<file path="src/design/decimal_schoolbook_multiplier_unit_macros.svh">
// ----------------------------------------------------------------------------
// Decimal schoolbook multiplier assertion macros
// Short forms for the concurrent checks used in the unit. Each macro expects
// clk and arst_n in the scope where it is used.
// ----------------------------------------------------------------------------
`ifndef DECIMAL_SCHOOLBOOK_MULTIPLIER_UNIT_MACROS_SVH
`define DECIMAL_SCHOOLBOOK_MULTIPLIER_UNIT_MACROS_SVH

// condition that must hold at every edge out of reset
`define DSM_ASSERT(label, cond, msg) \
	label: assert property (@(posedge clk) disable iff (!arst_n) (cond)) else $error(msg);

// same-cycle implication
`define DSM_ASSERT_IMP(label, ante, cons, msg) \
	label: assert property (@(posedge clk) disable iff (!arst_n) (ante) |-> (cons)) else $error(msg);

// next-cycle implication
`define DSM_ASSERT_NXT(label, ante, cons, msg) \
	label: assert property (@(posedge clk) disable iff (!arst_n) (ante) |=> (cons)) else $error(msg);

`endif

</file>
<file path="src/design/dsm_pkg.sv">
// ----------------------------------------------------------------------------
// dsm_pkg
// Shared types and constants of the decimal schoolbook multiplier.
// ----------------------------------------------------------------------------
`timescale 1ns / 1ps

package dsm_pkg;

	// default operand capacity in digits
	localparam int MAX_DIGITS_DEF = 32;

	localparam int DIGIT_W = 4;
	// 9 * 9 = 81 fits in 7 bits
	localparam int PROD_W = 7;
	// column sum plus incoming carry stays below 2900
	localparam int ACC_W = 12;

	// divide by ten: (x * 0xCCCD) >> 19 is exact for 16-bit x
	localparam int RECIP_W = 16;
	localparam logic [RECIP_W-1:0] RECIP_10 = 16'hCCCD;
	localparam int RECIP_SHIFT = 19;

	localparam logic [DIGIT_W-1:0] DEC_BASE = 4'd10;
	localparam logic [DIGIT_W-1:0] DIGIT_MAX = 4'd9;

	// operand selector carried in tuser
	typedef enum logic {
		OP_FIRST  = 1'b0,
		OP_SECOND = 1'b1
	} dsm_op_t;

	// sequencer states
	typedef enum logic [2:0] {
		ST_LOAD,
		ST_COL_INIT,
		ST_MAC,
		ST_DRAIN,
		ST_SPLIT,
		ST_EMIT_RD,
		ST_EMIT_WAIT,
		ST_EMIT_HOLD
	} dsm_state_t;

	// strobes from the sequencer to the datapath
	typedef struct packed {
		logic load_ready;
		logic acc_clr;
		logic issue;
		logic split;
		logic res_rd;
		logic out_load;
		logic out_valid;
		logic clear;
	} dsm_ctrl_t;

	// digits above nine saturate
	function automatic logic [DIGIT_W-1:0] digit_sat(input logic [DIGIT_W-1:0] d);
		return (d > DIGIT_MAX) ? DIGIT_MAX : d;
	endfunction

endpackage

</file>
<file path="src/design/dsm_digit_mem.sv">
// ----------------------------------------------------------------------------
// dsm_digit_mem
// Single-write, single-read digit memory with registered read data.
// ----------------------------------------------------------------------------
`timescale 1ns / 1ps

module dsm_digit_mem #(
	parameter int DEPTH = dsm_pkg::MAX_DIGITS_DEF,
	parameter int AW = 5
) (
	input  logic                        clk,
	input  logic                        we,
	input  logic [AW-1:0]               waddr,
	input  logic [dsm_pkg::DIGIT_W-1:0] wdata,
	input  logic                        re,
	input  logic [AW-1:0]               raddr,
	output logic [dsm_pkg::DIGIT_W-1:0] rdata
);

	logic [dsm_pkg::DIGIT_W-1:0] mem_q [DEPTH];

	// write port
	always_ff @(posedge clk) begin
		if (we) begin
			mem_q[waddr] <= wdata;
		end
	end

	// registered read port
	always_ff @(posedge clk) begin
		if (re) begin
			rdata <= mem_q[raddr];
		end
	end

endmodule

</file>
<file path="src/design/dsm_mac.sv">
// ----------------------------------------------------------------------------
// dsm_mac
// Shared column unit: one digit product per cycle into an accumulator, and a
// split of the accumulator into product digit and carry by a reciprocal.
// ----------------------------------------------------------------------------
`timescale 1ns / 1ps

module dsm_mac (
	input  logic                        clk,
	input  logic                        arst_n,
	input  dsm_pkg::dsm_ctrl_t          ctrl,
	input  logic [dsm_pkg::DIGIT_W-1:0] a_digit,
	input  logic [dsm_pkg::DIGIT_W-1:0] b_digit,
	output logic                        carry_nz,
	output logic                        pipe_busy,
	output logic [dsm_pkg::DIGIT_W-1:0] rem_digit
);

	localparam int MW = dsm_pkg::ACC_W + dsm_pkg::RECIP_W;

	logic                        rd_vld_s1;
	logic                        prod_vld_s2;
	logic [dsm_pkg::PROD_W-1:0]  prod_s2;
	logic [dsm_pkg::ACC_W-1:0]   acc_q;
	logic [MW-1:0]               recip_prod;
	logic [dsm_pkg::ACC_W-1:0]   quot;
	logic [dsm_pkg::ACC_W-1:0]   quot_x10;
	logic [dsm_pkg::ACC_W-1:0]   rem_full;

	// read data arrives in the cycle after issue; product registered after that
	always_ff @(posedge clk or negedge arst_n) begin
		if (!arst_n) begin
			rd_vld_s1   <= 1'b0;
			prod_vld_s2 <= 1'b0;
		end else begin
			rd_vld_s1   <= ctrl.issue;
			prod_vld_s2 <= rd_vld_s1;
		end
	end

	always_ff @(posedge clk) begin
		if (rd_vld_s1) begin
			prod_s2 <= dsm_pkg::PROD_W'(a_digit) * dsm_pkg::PROD_W'(b_digit);
		end
	end

	// quotient and remainder by ten
	always_comb begin
		recip_prod = MW'(acc_q) * MW'(dsm_pkg::RECIP_10);
		quot       = dsm_pkg::ACC_W'(recip_prod >> dsm_pkg::RECIP_SHIFT);
		quot_x10   = dsm_pkg::ACC_W'(quot * dsm_pkg::ACC_W'(dsm_pkg::DEC_BASE));
		rem_full   = acc_q - quot_x10;
	end

	// accumulator: cleared per product, keeps the carry across columns
	always_ff @(posedge clk or negedge arst_n) begin
		if (!arst_n) begin
			acc_q <= '0;
		end else begin
			priority if (ctrl.acc_clr) begin
				acc_q <= '0;
			end else if (ctrl.split) begin
				acc_q <= quot;
			end else if (prod_vld_s2) begin
				acc_q <= acc_q + dsm_pkg::ACC_W'(prod_s2);
			end
		end
	end

	assign rem_digit = rem_full[dsm_pkg::DIGIT_W-1:0];
	assign carry_nz  = (acc_q != '0);
	assign pipe_busy = rd_vld_s1 | prod_vld_s2;

endmodule

</file>
<file path="src/design/dsm_seq.sv">
// ----------------------------------------------------------------------------
// dsm_seq
// Sequencer: walks columns from least significant up, issues the digit pairs
// of each column, splits off digits, then reads the product back MSD first.
// ----------------------------------------------------------------------------
`timescale 1ns / 1ps
`include "decimal_schoolbook_multiplier_unit_macros.svh"

module dsm_seq #(
	parameter int MAX_DIGITS = dsm_pkg::MAX_DIGITS_DEF
) (
	input  logic                                   clk,
	input  logic                                   arst_n,
	input  logic                                   start,
	input  logic [$clog2(MAX_DIGITS+1)-1:0]        len_a,
	input  logic [$clog2(MAX_DIGITS+1)-1:0]        len_b,
	input  logic                                   carry_nz,
	input  logic                                   pipe_busy,
	input  logic                                   out_ready,
	output dsm_pkg::dsm_ctrl_t                     ctrl,
	output logic [((MAX_DIGITS > 1) ? $clog2(MAX_DIGITS) : 1)-1:0] a_raddr,
	output logic [((MAX_DIGITS > 1) ? $clog2(MAX_DIGITS) : 1)-1:0] b_raddr,
	output logic [$clog2(2*MAX_DIGITS)-1:0]        res_waddr,
	output logic [$clog2(2*MAX_DIGITS)-1:0]        res_raddr,
	output logic                                   out_last
);

	localparam int LW   = $clog2(MAX_DIGITS + 1);
	localparam int AW   = (MAX_DIGITS > 1) ? $clog2(MAX_DIGITS) : 1;
	localparam int COLS = 2 * MAX_DIGITS;
	localparam int CW   = $clog2(COLS + 1);
	localparam int RW   = $clog2(COLS);

	dsm_pkg::dsm_state_t state_q, state_d;

	logic [CW-1:0] col_q;
	logic [LW-1:0] i_q;
	logic [LW-1:0] hi_q;
	logic [RW-1:0] ptr_q;

	logic [CW-1:0] la_m1, lb_m1, nbase;
	logic [CW-1:0] lo_c, hi_c, b_idx;
	logic          col_lt_base, col_lt_cols, ptr_zero;

	// column bounds: first-operand index i runs lo..hi, counted from LSD
	always_comb begin
		la_m1       = CW'(len_a) - CW'(1);
		lb_m1       = CW'(len_b) - CW'(1);
		nbase       = CW'(len_a) + lb_m1;
		lo_c        = (col_q > lb_m1) ? (col_q - lb_m1) : '0;
		hi_c        = (col_q < la_m1) ? col_q : la_m1;
		b_idx       = lb_m1 - (col_q - CW'(i_q));
		col_lt_base = (col_q < nbase);
		col_lt_cols = (col_q < CW'(COLS));
		ptr_zero    = (ptr_q == '0);
	end

	// next state
	always_comb begin
		state_d = state_q;
		unique case (state_q)
			dsm_pkg::ST_LOAD: begin
				if (start) state_d = dsm_pkg::ST_COL_INIT;
			end
			dsm_pkg::ST_COL_INIT: begin
				priority if (col_lt_base) state_d = dsm_pkg::ST_MAC;
				else if (carry_nz && col_lt_cols) state_d = dsm_pkg::ST_SPLIT;
				else state_d = dsm_pkg::ST_EMIT_RD;
			end
			dsm_pkg::ST_MAC: begin
				if (i_q == hi_q) state_d = dsm_pkg::ST_DRAIN;
			end
			dsm_pkg::ST_DRAIN: begin
				if (!pipe_busy) state_d = dsm_pkg::ST_SPLIT;
			end
			dsm_pkg::ST_SPLIT: begin
				state_d = dsm_pkg::ST_COL_INIT;
			end
			dsm_pkg::ST_EMIT_RD: begin
				state_d = dsm_pkg::ST_EMIT_WAIT;
			end
			dsm_pkg::ST_EMIT_WAIT: begin
				state_d = dsm_pkg::ST_EMIT_HOLD;
			end
			dsm_pkg::ST_EMIT_HOLD: begin
				if (out_ready) state_d = ptr_zero ? dsm_pkg::ST_LOAD : dsm_pkg::ST_EMIT_RD;
			end
			default: begin
				state_d = dsm_pkg::ST_LOAD;
			end
		endcase
	end

	// outputs
	always_comb begin
		ctrl            = '0;
		ctrl.load_ready = (state_q == dsm_pkg::ST_LOAD);
		ctrl.acc_clr    = (state_q == dsm_pkg::ST_LOAD) && start;
		ctrl.issue      = (state_q == dsm_pkg::ST_MAC);
		ctrl.split      = (state_q == dsm_pkg::ST_SPLIT);
		ctrl.res_rd     = (state_q == dsm_pkg::ST_EMIT_RD);
		ctrl.out_load   = (state_q == dsm_pkg::ST_EMIT_WAIT);
		ctrl.out_valid  = (state_q == dsm_pkg::ST_EMIT_HOLD);
		ctrl.clear      = (state_q == dsm_pkg::ST_EMIT_HOLD) && out_ready && ptr_zero;
		a_raddr         = AW'(len_a - LW'(1) - i_q);
		b_raddr         = b_idx[AW-1:0];
		res_waddr       = col_q[RW-1:0];
		res_raddr       = ptr_q;
		out_last        = ptr_zero;
	end

	// state and counters
	always_ff @(posedge clk or negedge arst_n) begin
		if (!arst_n) begin
			state_q <= dsm_pkg::ST_LOAD;
			col_q   <= '0;
			i_q     <= '0;
			hi_q    <= '0;
			ptr_q   <= '0;
		end else begin
			state_q <= state_d;
			unique case (state_q)
				dsm_pkg::ST_LOAD: begin
					col_q <= '0;
				end
				dsm_pkg::ST_COL_INIT: begin
					i_q   <= lo_c[LW-1:0];
					hi_q  <= hi_c[LW-1:0];
					ptr_q <= RW'(col_q - CW'(1));
				end
				dsm_pkg::ST_MAC: begin
					i_q <= i_q + LW'(1);
				end
				dsm_pkg::ST_SPLIT: begin
					col_q <= col_q + CW'(1);
				end
				dsm_pkg::ST_EMIT_HOLD: begin
					if (out_ready && !ptr_zero) ptr_q <= ptr_q - RW'(1);
				end
				default: begin
				end
			endcase
		end
	end

	// digit index never passes the column bound while pairs are issued
	`DSM_ASSERT_IMP(a_mac_index, state_q == dsm_pkg::ST_MAC, i_q <= hi_q && col_lt_base, "column index out of range")
	// a split must see the finished column and a slot in the result store
	`DSM_ASSERT_IMP(a_split_ready, state_q == dsm_pkg::ST_SPLIT, !pipe_busy && col_lt_cols, "split while busy or beyond store")
	// a new product starts only from the load phase
	`DSM_ASSERT_IMP(a_start_idle, start, state_q == dsm_pkg::ST_LOAD, "start outside load phase")
	// the last digit handed out leaves the block ready for new operands
	`DSM_ASSERT_NXT(a_clear_load, ctrl.clear, state_q == dsm_pkg::ST_LOAD, "no return to load after product")

endmodule

</file>
<file path="src/design/decimal_schoolbook_multiplier_unit.sv">
// ----------------------------------------------------------------------------
// decimal_schoolbook_multiplier_unit
// Decimal long multiplier: collects two operands digit by digit, sums the
// digit products column by column with carry, and streams the product MSD
// first.
//
//  channel | dir | tdata            | tuser          | tlast
//  --------+-----+------------------+----------------+------------------
//  s_*     | in  | [3:0] digit      | operation      | last_digit
//  m_*     | out | [3:0] prod digit | too_long       | last product digit
//
// Operand digits are taken only in the load phase. Then every column runs
// setup, one issue per digit pair through the single digit multiplier and
// accumulator, a drain and a split; a final carry column only setup and
// split. Each product digit is read from the result memory and held until
// m_tready. No input is taken until the last product digit is taken. Reset
// is asynchronous and needs no clearing pass.
// ----------------------------------------------------------------------------
`timescale 1ns / 1ps

module decimal_schoolbook_multiplier_unit #(
	parameter int MAX_DIGITS = dsm_pkg::MAX_DIGITS_DEF
) (
	input  logic       clk,
	input  logic       arst_n,
	input  logic       s_tvalid,
	output logic       s_tready,
	input  logic [7:0] s_tdata,   // [3:0] digit, [7:4] zero
	input  logic       s_tuser,   // [0] operation
	input  logic       s_tlast,
	output logic       m_tvalid,
	input  logic       m_tready,
	output logic [7:0] m_tdata,   // [3:0] product_digit, [7:4] zero
	output logic       m_tuser,   // [0] too_long
	output logic       m_tlast
);

	localparam int LW = $clog2(MAX_DIGITS + 1);
	localparam int AW = (MAX_DIGITS > 1) ? $clog2(MAX_DIGITS) : 1;
	localparam int RW = $clog2(2 * MAX_DIGITS);
	localparam int DW = dsm_pkg::DIGIT_W;

	dsm_pkg::dsm_ctrl_t ctrl;

	logic [LW-1:0] len_a_q, len_b_q;
	logic          done_a_q, done_b_q, overflow_q;
	logic [DW-1:0] digit_q;
	logic          last_q;

	logic          accept, sel_b, sel_done, sel_room;
	logic          we_a, we_b, start;
	logic [LW-1:0] sel_len;
	logic [DW-1:0] in_digit;
	logic          done_a_d, done_b_d;

	logic [AW-1:0] a_raddr, b_raddr;
	logic [DW-1:0] a_rdata, b_rdata;
	logic [RW-1:0] res_waddr, res_raddr;
	logic [DW-1:0] res_rdata, rem_digit;
	logic          carry_nz, pipe_busy, out_last;

	// operand loading
	always_comb begin
		accept   = s_tvalid && s_tready;
		sel_b    = (dsm_pkg::dsm_op_t'(s_tuser) == dsm_pkg::OP_SECOND);
		sel_done = sel_b ? done_b_q : done_a_q;
		sel_len  = sel_b ? len_b_q : len_a_q;
		sel_room = (sel_len < LW'(MAX_DIGITS));
		in_digit = dsm_pkg::digit_sat(s_tdata[DW-1:0]);
		we_a     = accept && !sel_b && !done_a_q && sel_room;
		we_b     = accept && sel_b && !done_b_q && sel_room;
		done_a_d = done_a_q || (accept && !sel_b && s_tlast);
		done_b_d = done_b_q || (accept && sel_b && s_tlast);
		start    = accept && !sel_done && done_a_d && done_b_d;
	end

	always_ff @(posedge clk or negedge arst_n) begin
		if (!arst_n) begin
			len_a_q    <= '0;
			len_b_q    <= '0;
			done_a_q   <= 1'b0;
			done_b_q   <= 1'b0;
			overflow_q <= 1'b0;
		end else if (ctrl.clear) begin
			len_a_q    <= '0;
			len_b_q    <= '0;
			done_a_q   <= 1'b0;
			done_b_q   <= 1'b0;
			overflow_q <= 1'b0;
		end else if (accept && !sel_done) begin
			if (we_a) len_a_q <= len_a_q + LW'(1);
			if (we_b) len_b_q <= len_b_q + LW'(1);
			if (!sel_room) overflow_q <= 1'b1;
			done_a_q <= done_a_d;
			done_b_q <= done_b_d;
		end
	end

	// operand stores
	dsm_digit_mem #(.DEPTH(MAX_DIGITS), .AW(AW)) u_mem_a (
		.clk   (clk),
		.we    (we_a),
		.waddr (len_a_q[AW-1:0]),
		.wdata (in_digit),
		.re    (ctrl.issue),
		.raddr (a_raddr),
		.rdata (a_rdata)
	);

	dsm_digit_mem #(.DEPTH(MAX_DIGITS), .AW(AW)) u_mem_b (
		.clk   (clk),
		.we    (we_b),
		.waddr (len_b_q[AW-1:0]),
		.wdata (in_digit),
		.re    (ctrl.issue),
		.raddr (b_raddr),
		.rdata (b_rdata)
	);

	// product digits, least significant column at address zero
	dsm_digit_mem #(.DEPTH(2 * MAX_DIGITS), .AW(RW)) u_mem_res (
		.clk   (clk),
		.we    (ctrl.split),
		.waddr (res_waddr),
		.wdata (rem_digit),
		.re    (ctrl.res_rd),
		.raddr (res_raddr),
		.rdata (res_rdata)
	);

	dsm_mac u_mac (
		.clk       (clk),
		.arst_n    (arst_n),
		.ctrl      (ctrl),
		.a_digit   (a_rdata),
		.b_digit   (b_rdata),
		.carry_nz  (carry_nz),
		.pipe_busy (pipe_busy),
		.rem_digit (rem_digit)
	);

	dsm_seq #(.MAX_DIGITS(MAX_DIGITS)) u_seq (
		.clk       (clk),
		.arst_n    (arst_n),
		.start     (start),
		.len_a     (len_a_q),
		.len_b     (len_b_q),
		.carry_nz  (carry_nz),
		.pipe_busy (pipe_busy),
		.out_ready (m_tready),
		.ctrl      (ctrl),
		.a_raddr   (a_raddr),
		.b_raddr   (b_raddr),
		.res_waddr (res_waddr),
		.res_raddr (res_raddr),
		.out_last  (out_last)
	);

	// output register
	always_ff @(posedge clk) begin
		if (ctrl.out_load) begin
			digit_q <= res_rdata;
			last_q  <= out_last;
		end
	end

	assign s_tready = ctrl.load_ready;
	assign m_tvalid = ctrl.out_valid;
	assign m_tdata  = {(8 - DW)'(0), digit_q};
	assign m_tuser  = overflow_q;
	assign m_tlast  = last_q;

endmodule
</file>
<file path="config.mk">
export PLATFORM = sky130hd
export DESIGN_NAME = decimal_schoolbook_multiplier_unit
export DESIGN_NICKNAME = d
export VERILOG_FILES = /design/src/design/dsm_pkg.sv /design/src/design/dsm_digit_mem.sv /design/src/design/dsm_mac.sv /design/src/design/dsm_seq.sv /design/src/design/decimal_schoolbook_multiplier_unit.sv
export VERILOG_INCLUDE_DIRS = /design/src /design/src/design
export SDC_FILE = /design/constraint.sdc
export NUM_CORES = 1
export LEC_CHECK = 0
export ABC_AREA = 1
export BUFFER_PORTS_ARGS = -buffer_cell sky130_fd_sc_hd__buf_4
export CORE_MARGIN = 4
export CORE_UTILIZATION = 60
export DETAILED_ROUTE_END_ITERATION = 8
export PLACE_DENSITY = 0.8
export SYNTH_ARGS = -nofsm -noshare
export SYNTH_HDL_FRONTEND = slang
export SYNTH_HIERARCHICAL = 1
export SYNTH_SLANG_ARGS = --single-unit
</file>
<file path="constraint.sdc">
create_clock -name clk -period 17.4 [get_ports clk]
set_input_delay 3.48 -clock clk [delete_from_list [all_inputs] [get_ports clk]]
set_output_delay 3.48 -clock clk [all_outputs]
set_load 0.02 [all_outputs]
</file>
==> reports/qor.yml, run 1 <==
worst-setup-path-type: "reg2reg"
die_height_um: 236
grt_usage_pct: 24.4
final_nets: 3352
post_cts_buffers: 0
grt_pass1_wl_mm: 111
worstHoldPathType: "reg2reg"
cts_resized: 0
drv_cap: 0
period_share_pct: 37.3
synthFlopType: "edfxtp_1"
totalWireLength_mm: 68.8
yosysWarnings: 6
globalRouteOverflowTotal: 0
vias_per_cell: 5.80
synthArstFlopShare_pct: 9.61
tightest_slew_ps: 1280
n_antenna_cell: 0
rsz0062_at_grt: "no"
drt-pass1-iter-count: 6
crit_arrival_ps: 6780
antenna_found_initial: 0
syn_area_um2: 31300
grt_pass1_vias: 22219
outcome: "completed"
cts_sinks: 593
ant_nets: 0
start_kind: "flop"
hold_ws_ps: 422
drtIter0Drc: 2027
finalSetupViolations: 0
path_max_fanout: 64
core_um2: 51500
dp_hpwl_mm: 44.9
yosys.area.top_type: "edfxtp_1"
numCtsBuffers: 56
finalHoldViolCount: 0
cts_root_buf: "clkbuf_16"
clkLatencyLatePin_ps: 600
io_pins: 26
maxSlewHeadroom_pct: 14.7
initial_core_util_pct: 60.7
clock.fmax_mhz: 154
dieWidth_um: 236
clk_pin_slew_ps: 60
report.final.slew_viol_count: 0
hold_buffers: 0
skew_ps: 23.8
syn_avg_cell_area_um2: 9.86
htreeDepth: 2
finalNonFillerCells: 3868
syn_to_final_growth_pct: 6.22
io_buffers: 17
netlist_instances: 3174
synth_edf_count: 536
synth.yosys.seq_area_share_pct: 56.0
place_congestion: 0.900
rows: 83
drc: 0
grt_max_degree: 129
dp.cells: 3764
ys_ff_latch: 593
synth_top_cells_by_area: "edfxtp_1, nand2_1, nand3_1"
routedWlPerCell_um: 17.8
finalCriticalPeriod_ps: 6490
end_kind: "flop"
fin_tns_setup_ps: 0
clock_path_buffers: 3
synth_top_area_share_pct: 51.4
dieArea_um2: 55900
layout-drive-gt1-share_pct: 5.52
cts_tree: "done"
worst-endpoint-required_ps: 17690
vias: 22427
synth_cell_type_count: 50
## layout make-up
| type | instances | area [µm²] |
|---|---|---|
| fill | 3973 | 18300 |
| sequential | 593 | 17500 |
| multi-input combinational | 2183 | 11800 |
| clock buffer | 77 | 1540 |
| inverter | 274 | 1040 |
| tap | 680 | 851 |
| timing repair buffer | 34 | 255 |
| clock inverter | 27 | 250 |
## synth_stat cells (all sizes together) (2+ instances only)
cell type / number
and2: 6
or3: 2
clkbuf: 21
xor2: 29
o21ai: 39
nand4: 28
and3: 2
a21o: 3
a21oi: 54
fa: 55
ha: 141
nand3: 529
o21bai: 7
nand3b: 3
edfxtp: 536
nor4: 8
a31oi: 3
o211ai: 6
o21a: 3
inv: 273
o22ai: 4
nor3: 8
nand2: 1016
dfrtp: 57
nor2: 217
buf: 106
xnor2: 15
## routing by layer
metal	routed length (µm)	global-route usage, %
met5	0	0
met4	2220	8.93
met3	4900	3.51
met2	34800	42.4
met1	27000	31.3
## through the flow
step	cell area, µm²	worst slack (ps)	util, %
after floorplan	31300	11340	-
after global placement	31400	11040	61.0
after detailed placement	31400	11010	61.0
after CTS	33200	10970	64.5
after global routing	33200	10600	64.5
final	33200	10910	64.5
## worst paths after layout
path | endpoint | depth (start not counted) | start | slack, ps
setup / recovery | u_mem_res/mem_q[46][3]$_DFFE_PP_ | 25 | u_mac/acc_q[6]$_DFFE_PN0P_ | 10910
setup reg to reg | u_mem_res/mem_q[46][3]$_DFFE_PP_ | 25 | u_mac/acc_q[6]$_DFFE_PN0P_ | 10910
hold reg to reg | digit_q[3]$_DFFE_PP_ | 0 | u_mem_res/rdata[3]$_DFFE_PP_ | 420
max in group asynchronous | u_seq/res_raddr[0]$_DFFE_PN0P_ | 1 | arst_n | 13870
min in group asynchronous | m_tuser$_DFFE_PN0P_ | 1 | arst_n | 2960
hold / removal | digit_q[3]$_DFFE_PP_ | 0 | u_mem_res/rdata[3]$_DFFE_PP_ | 420
## worst max-delay path: stages (launching register included)
cell and delay, ps:
dfrtp_1 560, inv_1 160, ha_1 360, fa_1 580, inv_1 80, fa_1 500
inv_1 50, fa_1 490, inv_1 50, fa_1 510, inv_1 50, ha_1 350
nand2_1 90, inv_1 80, a21oi_1 180, nor2_1 80, nor2_1 170, nand3_1 120
nand2_2 150, ha_1 170, inv_1 50, fa_2 330, xor2_1 150, nand3b_1 190
nand2_2 60, buf_4 580
## cell usage in the layout (no fill, tap or decap), types with 28 or more instances in the layout
master / count
nand2_1: 1000
edfxtp_1: 536
nand3_1: 522
inv_1: 262
nor2_1: 205
ha_1: 139
clkbuf_16: 58
a21oi_1: 54
dfrtp_1: 54
fa_1: 54
buf_4: 34
o21ai_0: 30
xor2_1: 29
nand4_1: 28
## cells by family (layout without fill, tap and decap cells)
group / after synthesis / count (layout) / synth area share, %
DFF: 593 / 593 / 56.0
buffers and inverters: 401 / 412 / 6.50
AOI/OAI and AO/OA: 119 / 119 / 2.17
and+or+nand+nor: 1820 / 1820 / 24.9
adders and majority gates: 196 / 196 / 9.16
xor gates and xnor gates: 44 / 44 / 1.23
other: 1 / 4 / 0.0120
## state kept, by name (all words and copies together) (netlist names), 6 cells and up
| signal | cells |
|---|---|
| u_seq/hi_q | 6 |
| u_seq/i_q | 6 |
| u_mem_res/mem_q | 256 |
| u_seq/res_raddr | 6 |
| len_a_q | 6 |
| u_mac/acc_q | 12 |
| len_b_q | 6 |
| u_mem_b/mem_q | 128 |
| u_mem_a/mem_q | 128 |
| u_seq/col_q | 7 |
| u_mac/prod_s2 | 7 |
Power of run 1 is left out: the tool's default activity adds up to more than one toggle a clock period on the data nets, which glitch-free logic cannot reach.
==> inputs of run 2 (changes only) <==
==> constraint.sdc (replaced) <==
create_clock -name clk -period 6.35 [get_ports clk]
set_input_delay 1.27 -clock clk [delete_from_list [all_inputs] [get_ports clk]]
set_output_delay 1.27 -clock clk [all_outputs]
set_load 0.02 [all_outputs]
==> run 2 against run 1 <==
- non-clock buffer count increased by 5
- register-to-register slack got worse by 11000 ps
- flip-flop and latch count unchanged
- fmax increased by 8.3%
- critical path depth unchanged
- via count increased by 0.74%
- final cell count increased by 0.10%
- worst setup slack got worse by 11000 ps
- core utilization increased by 0.28 points
- sequential share of layout area decreased by 0.22 points
- count of clock-buffer cells in the layout decreased by 12
- clock skew decreased by 9.1 ps
==> reports/qor.yml, run 2 (synthesis results as in run 1) <==
outcome: "completed"
slowest_stage: "fa_1"
cts_tree: "done"
place_congestion: 0.899
n_antenna_cell: 0
core_um2: 51500
report.final.slew_viol_count: 0
mostFrequentLayoutCells: "nand2_1, edfxtp_1, nand3_1"
crit_arrival_ps: 6310
antenna_found_initial: 0
io_pins: 26
drt-pass1-iter-count: 6
grt_pass1_wl_mm: 113
finalCriticalPeriod_ps: 5990
clk_pin_slew_ps: 70
cts_sinks: 593
ant_nets: 0
cpLargestDelayFamily: "adder cells"
crit_buf_inv: 8
grt_usage_pct: 24.9
hold_buffers: 0
numCtsBuffers: 55
totalWireLength_mm: 70.8
tightest_slew_ps: 1380
rows: 83
grt_pass1_vias: 22158
top_regs: "u_mem_res/mem_q x256, u_mem_a/mem_q x128, u_mem_b/mem_q x128"
layout_commonest_cell: "nand2_1"
multiInputGateArea_um2: 11800
fin_area_um2: 33400
final_nets: 3356
start_kind: "flop"
cts_root_buf: "clkbuf_16"
worst-endpoint-required_ps: 6670
maxSlewHeadroom_pct: 8.05
worstHoldPathType: "reg2reg"
placed_area_um2: 31500
io_buffers: 17
fin_tns_setup_ps: 0
rsz0062_at_grt: "no"
end_kind: "flop"
globalRouteOverflowTotal: 0
largest_reg_flops: 256
vias: 22594
die_height_um: 236
drv_cap: 0
grt_max_degree: 129
period_share_pct: 94.3
vias_per_cell: 5.84
path_max_fanout: 37
worst-setup-path-type: "reg2reg"
dieArea_um2: 55900
finalHoldViolCount: 0
cts_resized: 0
max_stage_delay_ps: 630
clkLatencyLatePin_ps: 600
largest-register: "u_mem_res/mem_q"
crit_top_cell: "inv_1"
finalSetupViolations: 0
final.fill_count: 3884
seq_area_um2: 17500
post_cts_buffers: 0
htreeDepth: 2
initial_core_util_pct: 60.7
dieWidth_um: 236
drtIter0Drc: 2459
layout-drive-gt1-share_pct: 5.95
clock.fmax_mhz: 167
drc: 0
clock_path_buffers: 3
skew_ps: 14.6
dp_hpwl_mm: 46.1
routedWlPerCell_um: 18.3
syn_to_final_growth_pct: 6.68
## run 2: changes by cell type in the layout (fill, tap and decap cells not counted), sizes merged
cell	previous run	this run
clkinvlp	2	4
inv	275	272
buf	34	39
clkbuf	77	65
clkinv	20	29
bufinv	4	7
## run 2: layout make-up
type	count	share of cell area (%)
Multi-Input combinational cell	2183	35.3
Sequential cell	593	52.5
Inverter	274	3.12
Tap cell	680	2.55
Timing Repair Buffer	39	0.990
Clock inverter	38	1.19
Clock buffer	65	4.36
## run 2: metal layers
layer / track usage [%] / wire length (µm)
met5: 0 / 0
met4: 9.61 / 2770
met3: 3.33 / 5460
met2: 42.4 / 34800
met1: 33.0 / 27800
## run 2: through the flow
stage	hold WS, ps	utilization, %	worst slack [ps]	cells
finish	420	64.8	359	3872
global route	432	64.8	6.06	3872
global placement	408	61.2	370	3769
floorplan	400	-	286	3177
CTS	420	64.8	241	3872
detailed placement	405	61.2	280	3769
## run 2: worst register-to-register path: stages (launching register included)
cell,delay (ps)
dfrtp_2,430
inv_1,110
ha_1,350
fa_1,630
inv_1,80
fa_1,500
inv_1,50
fa_1,500
inv_1,60
fa_1,510
inv_1,40
ha_1,320
nand2_1,90
inv_1,70
a21oi_1,210
nor2_1,90
nor2_1,160
nand3_1,110
nand2_2,130
ha_1,160
inv_1,50
fa_2,330
xor2_1,180
nand3b_1,180
nand2_4,140
buf_12,200
## run 2: path summary, 6_finish.rpt
| path | from | endpoint | slack [ps] | depth (start not counted) |
|---|---|---|---|---|
| max | u_mac/acc_q[10]$_DFFE_PN0P_ | u_mem_res/mem_q[44][3]$_DFFE_PP_ | 360 | 25 |
| min | u_mem_res/rdata[0]$_DFFE_PP_ | digit_q[0]$_DFFE_PP_ | 420 | 0 |
| max reg2reg | u_mac/acc_q[10]$_DFFE_PN0P_ | u_mem_res/mem_q[44][3]$_DFFE_PP_ | 360 | 25 |
| min reg2reg | u_mem_res/rdata[0]$_DFFE_PP_ | digit_q[0]$_DFFE_PP_ | 420 | 0 |
| max in group asynchronous | arst_n | u_mac/acc_q[0]$_DFFE_PN0P_ | 5040 | 1 |
| min in group asynchronous | arst_n | done_a_q$_DFFE_PN0P_ | 750 | 1 |
Power of run 2 is left out for the same reason.
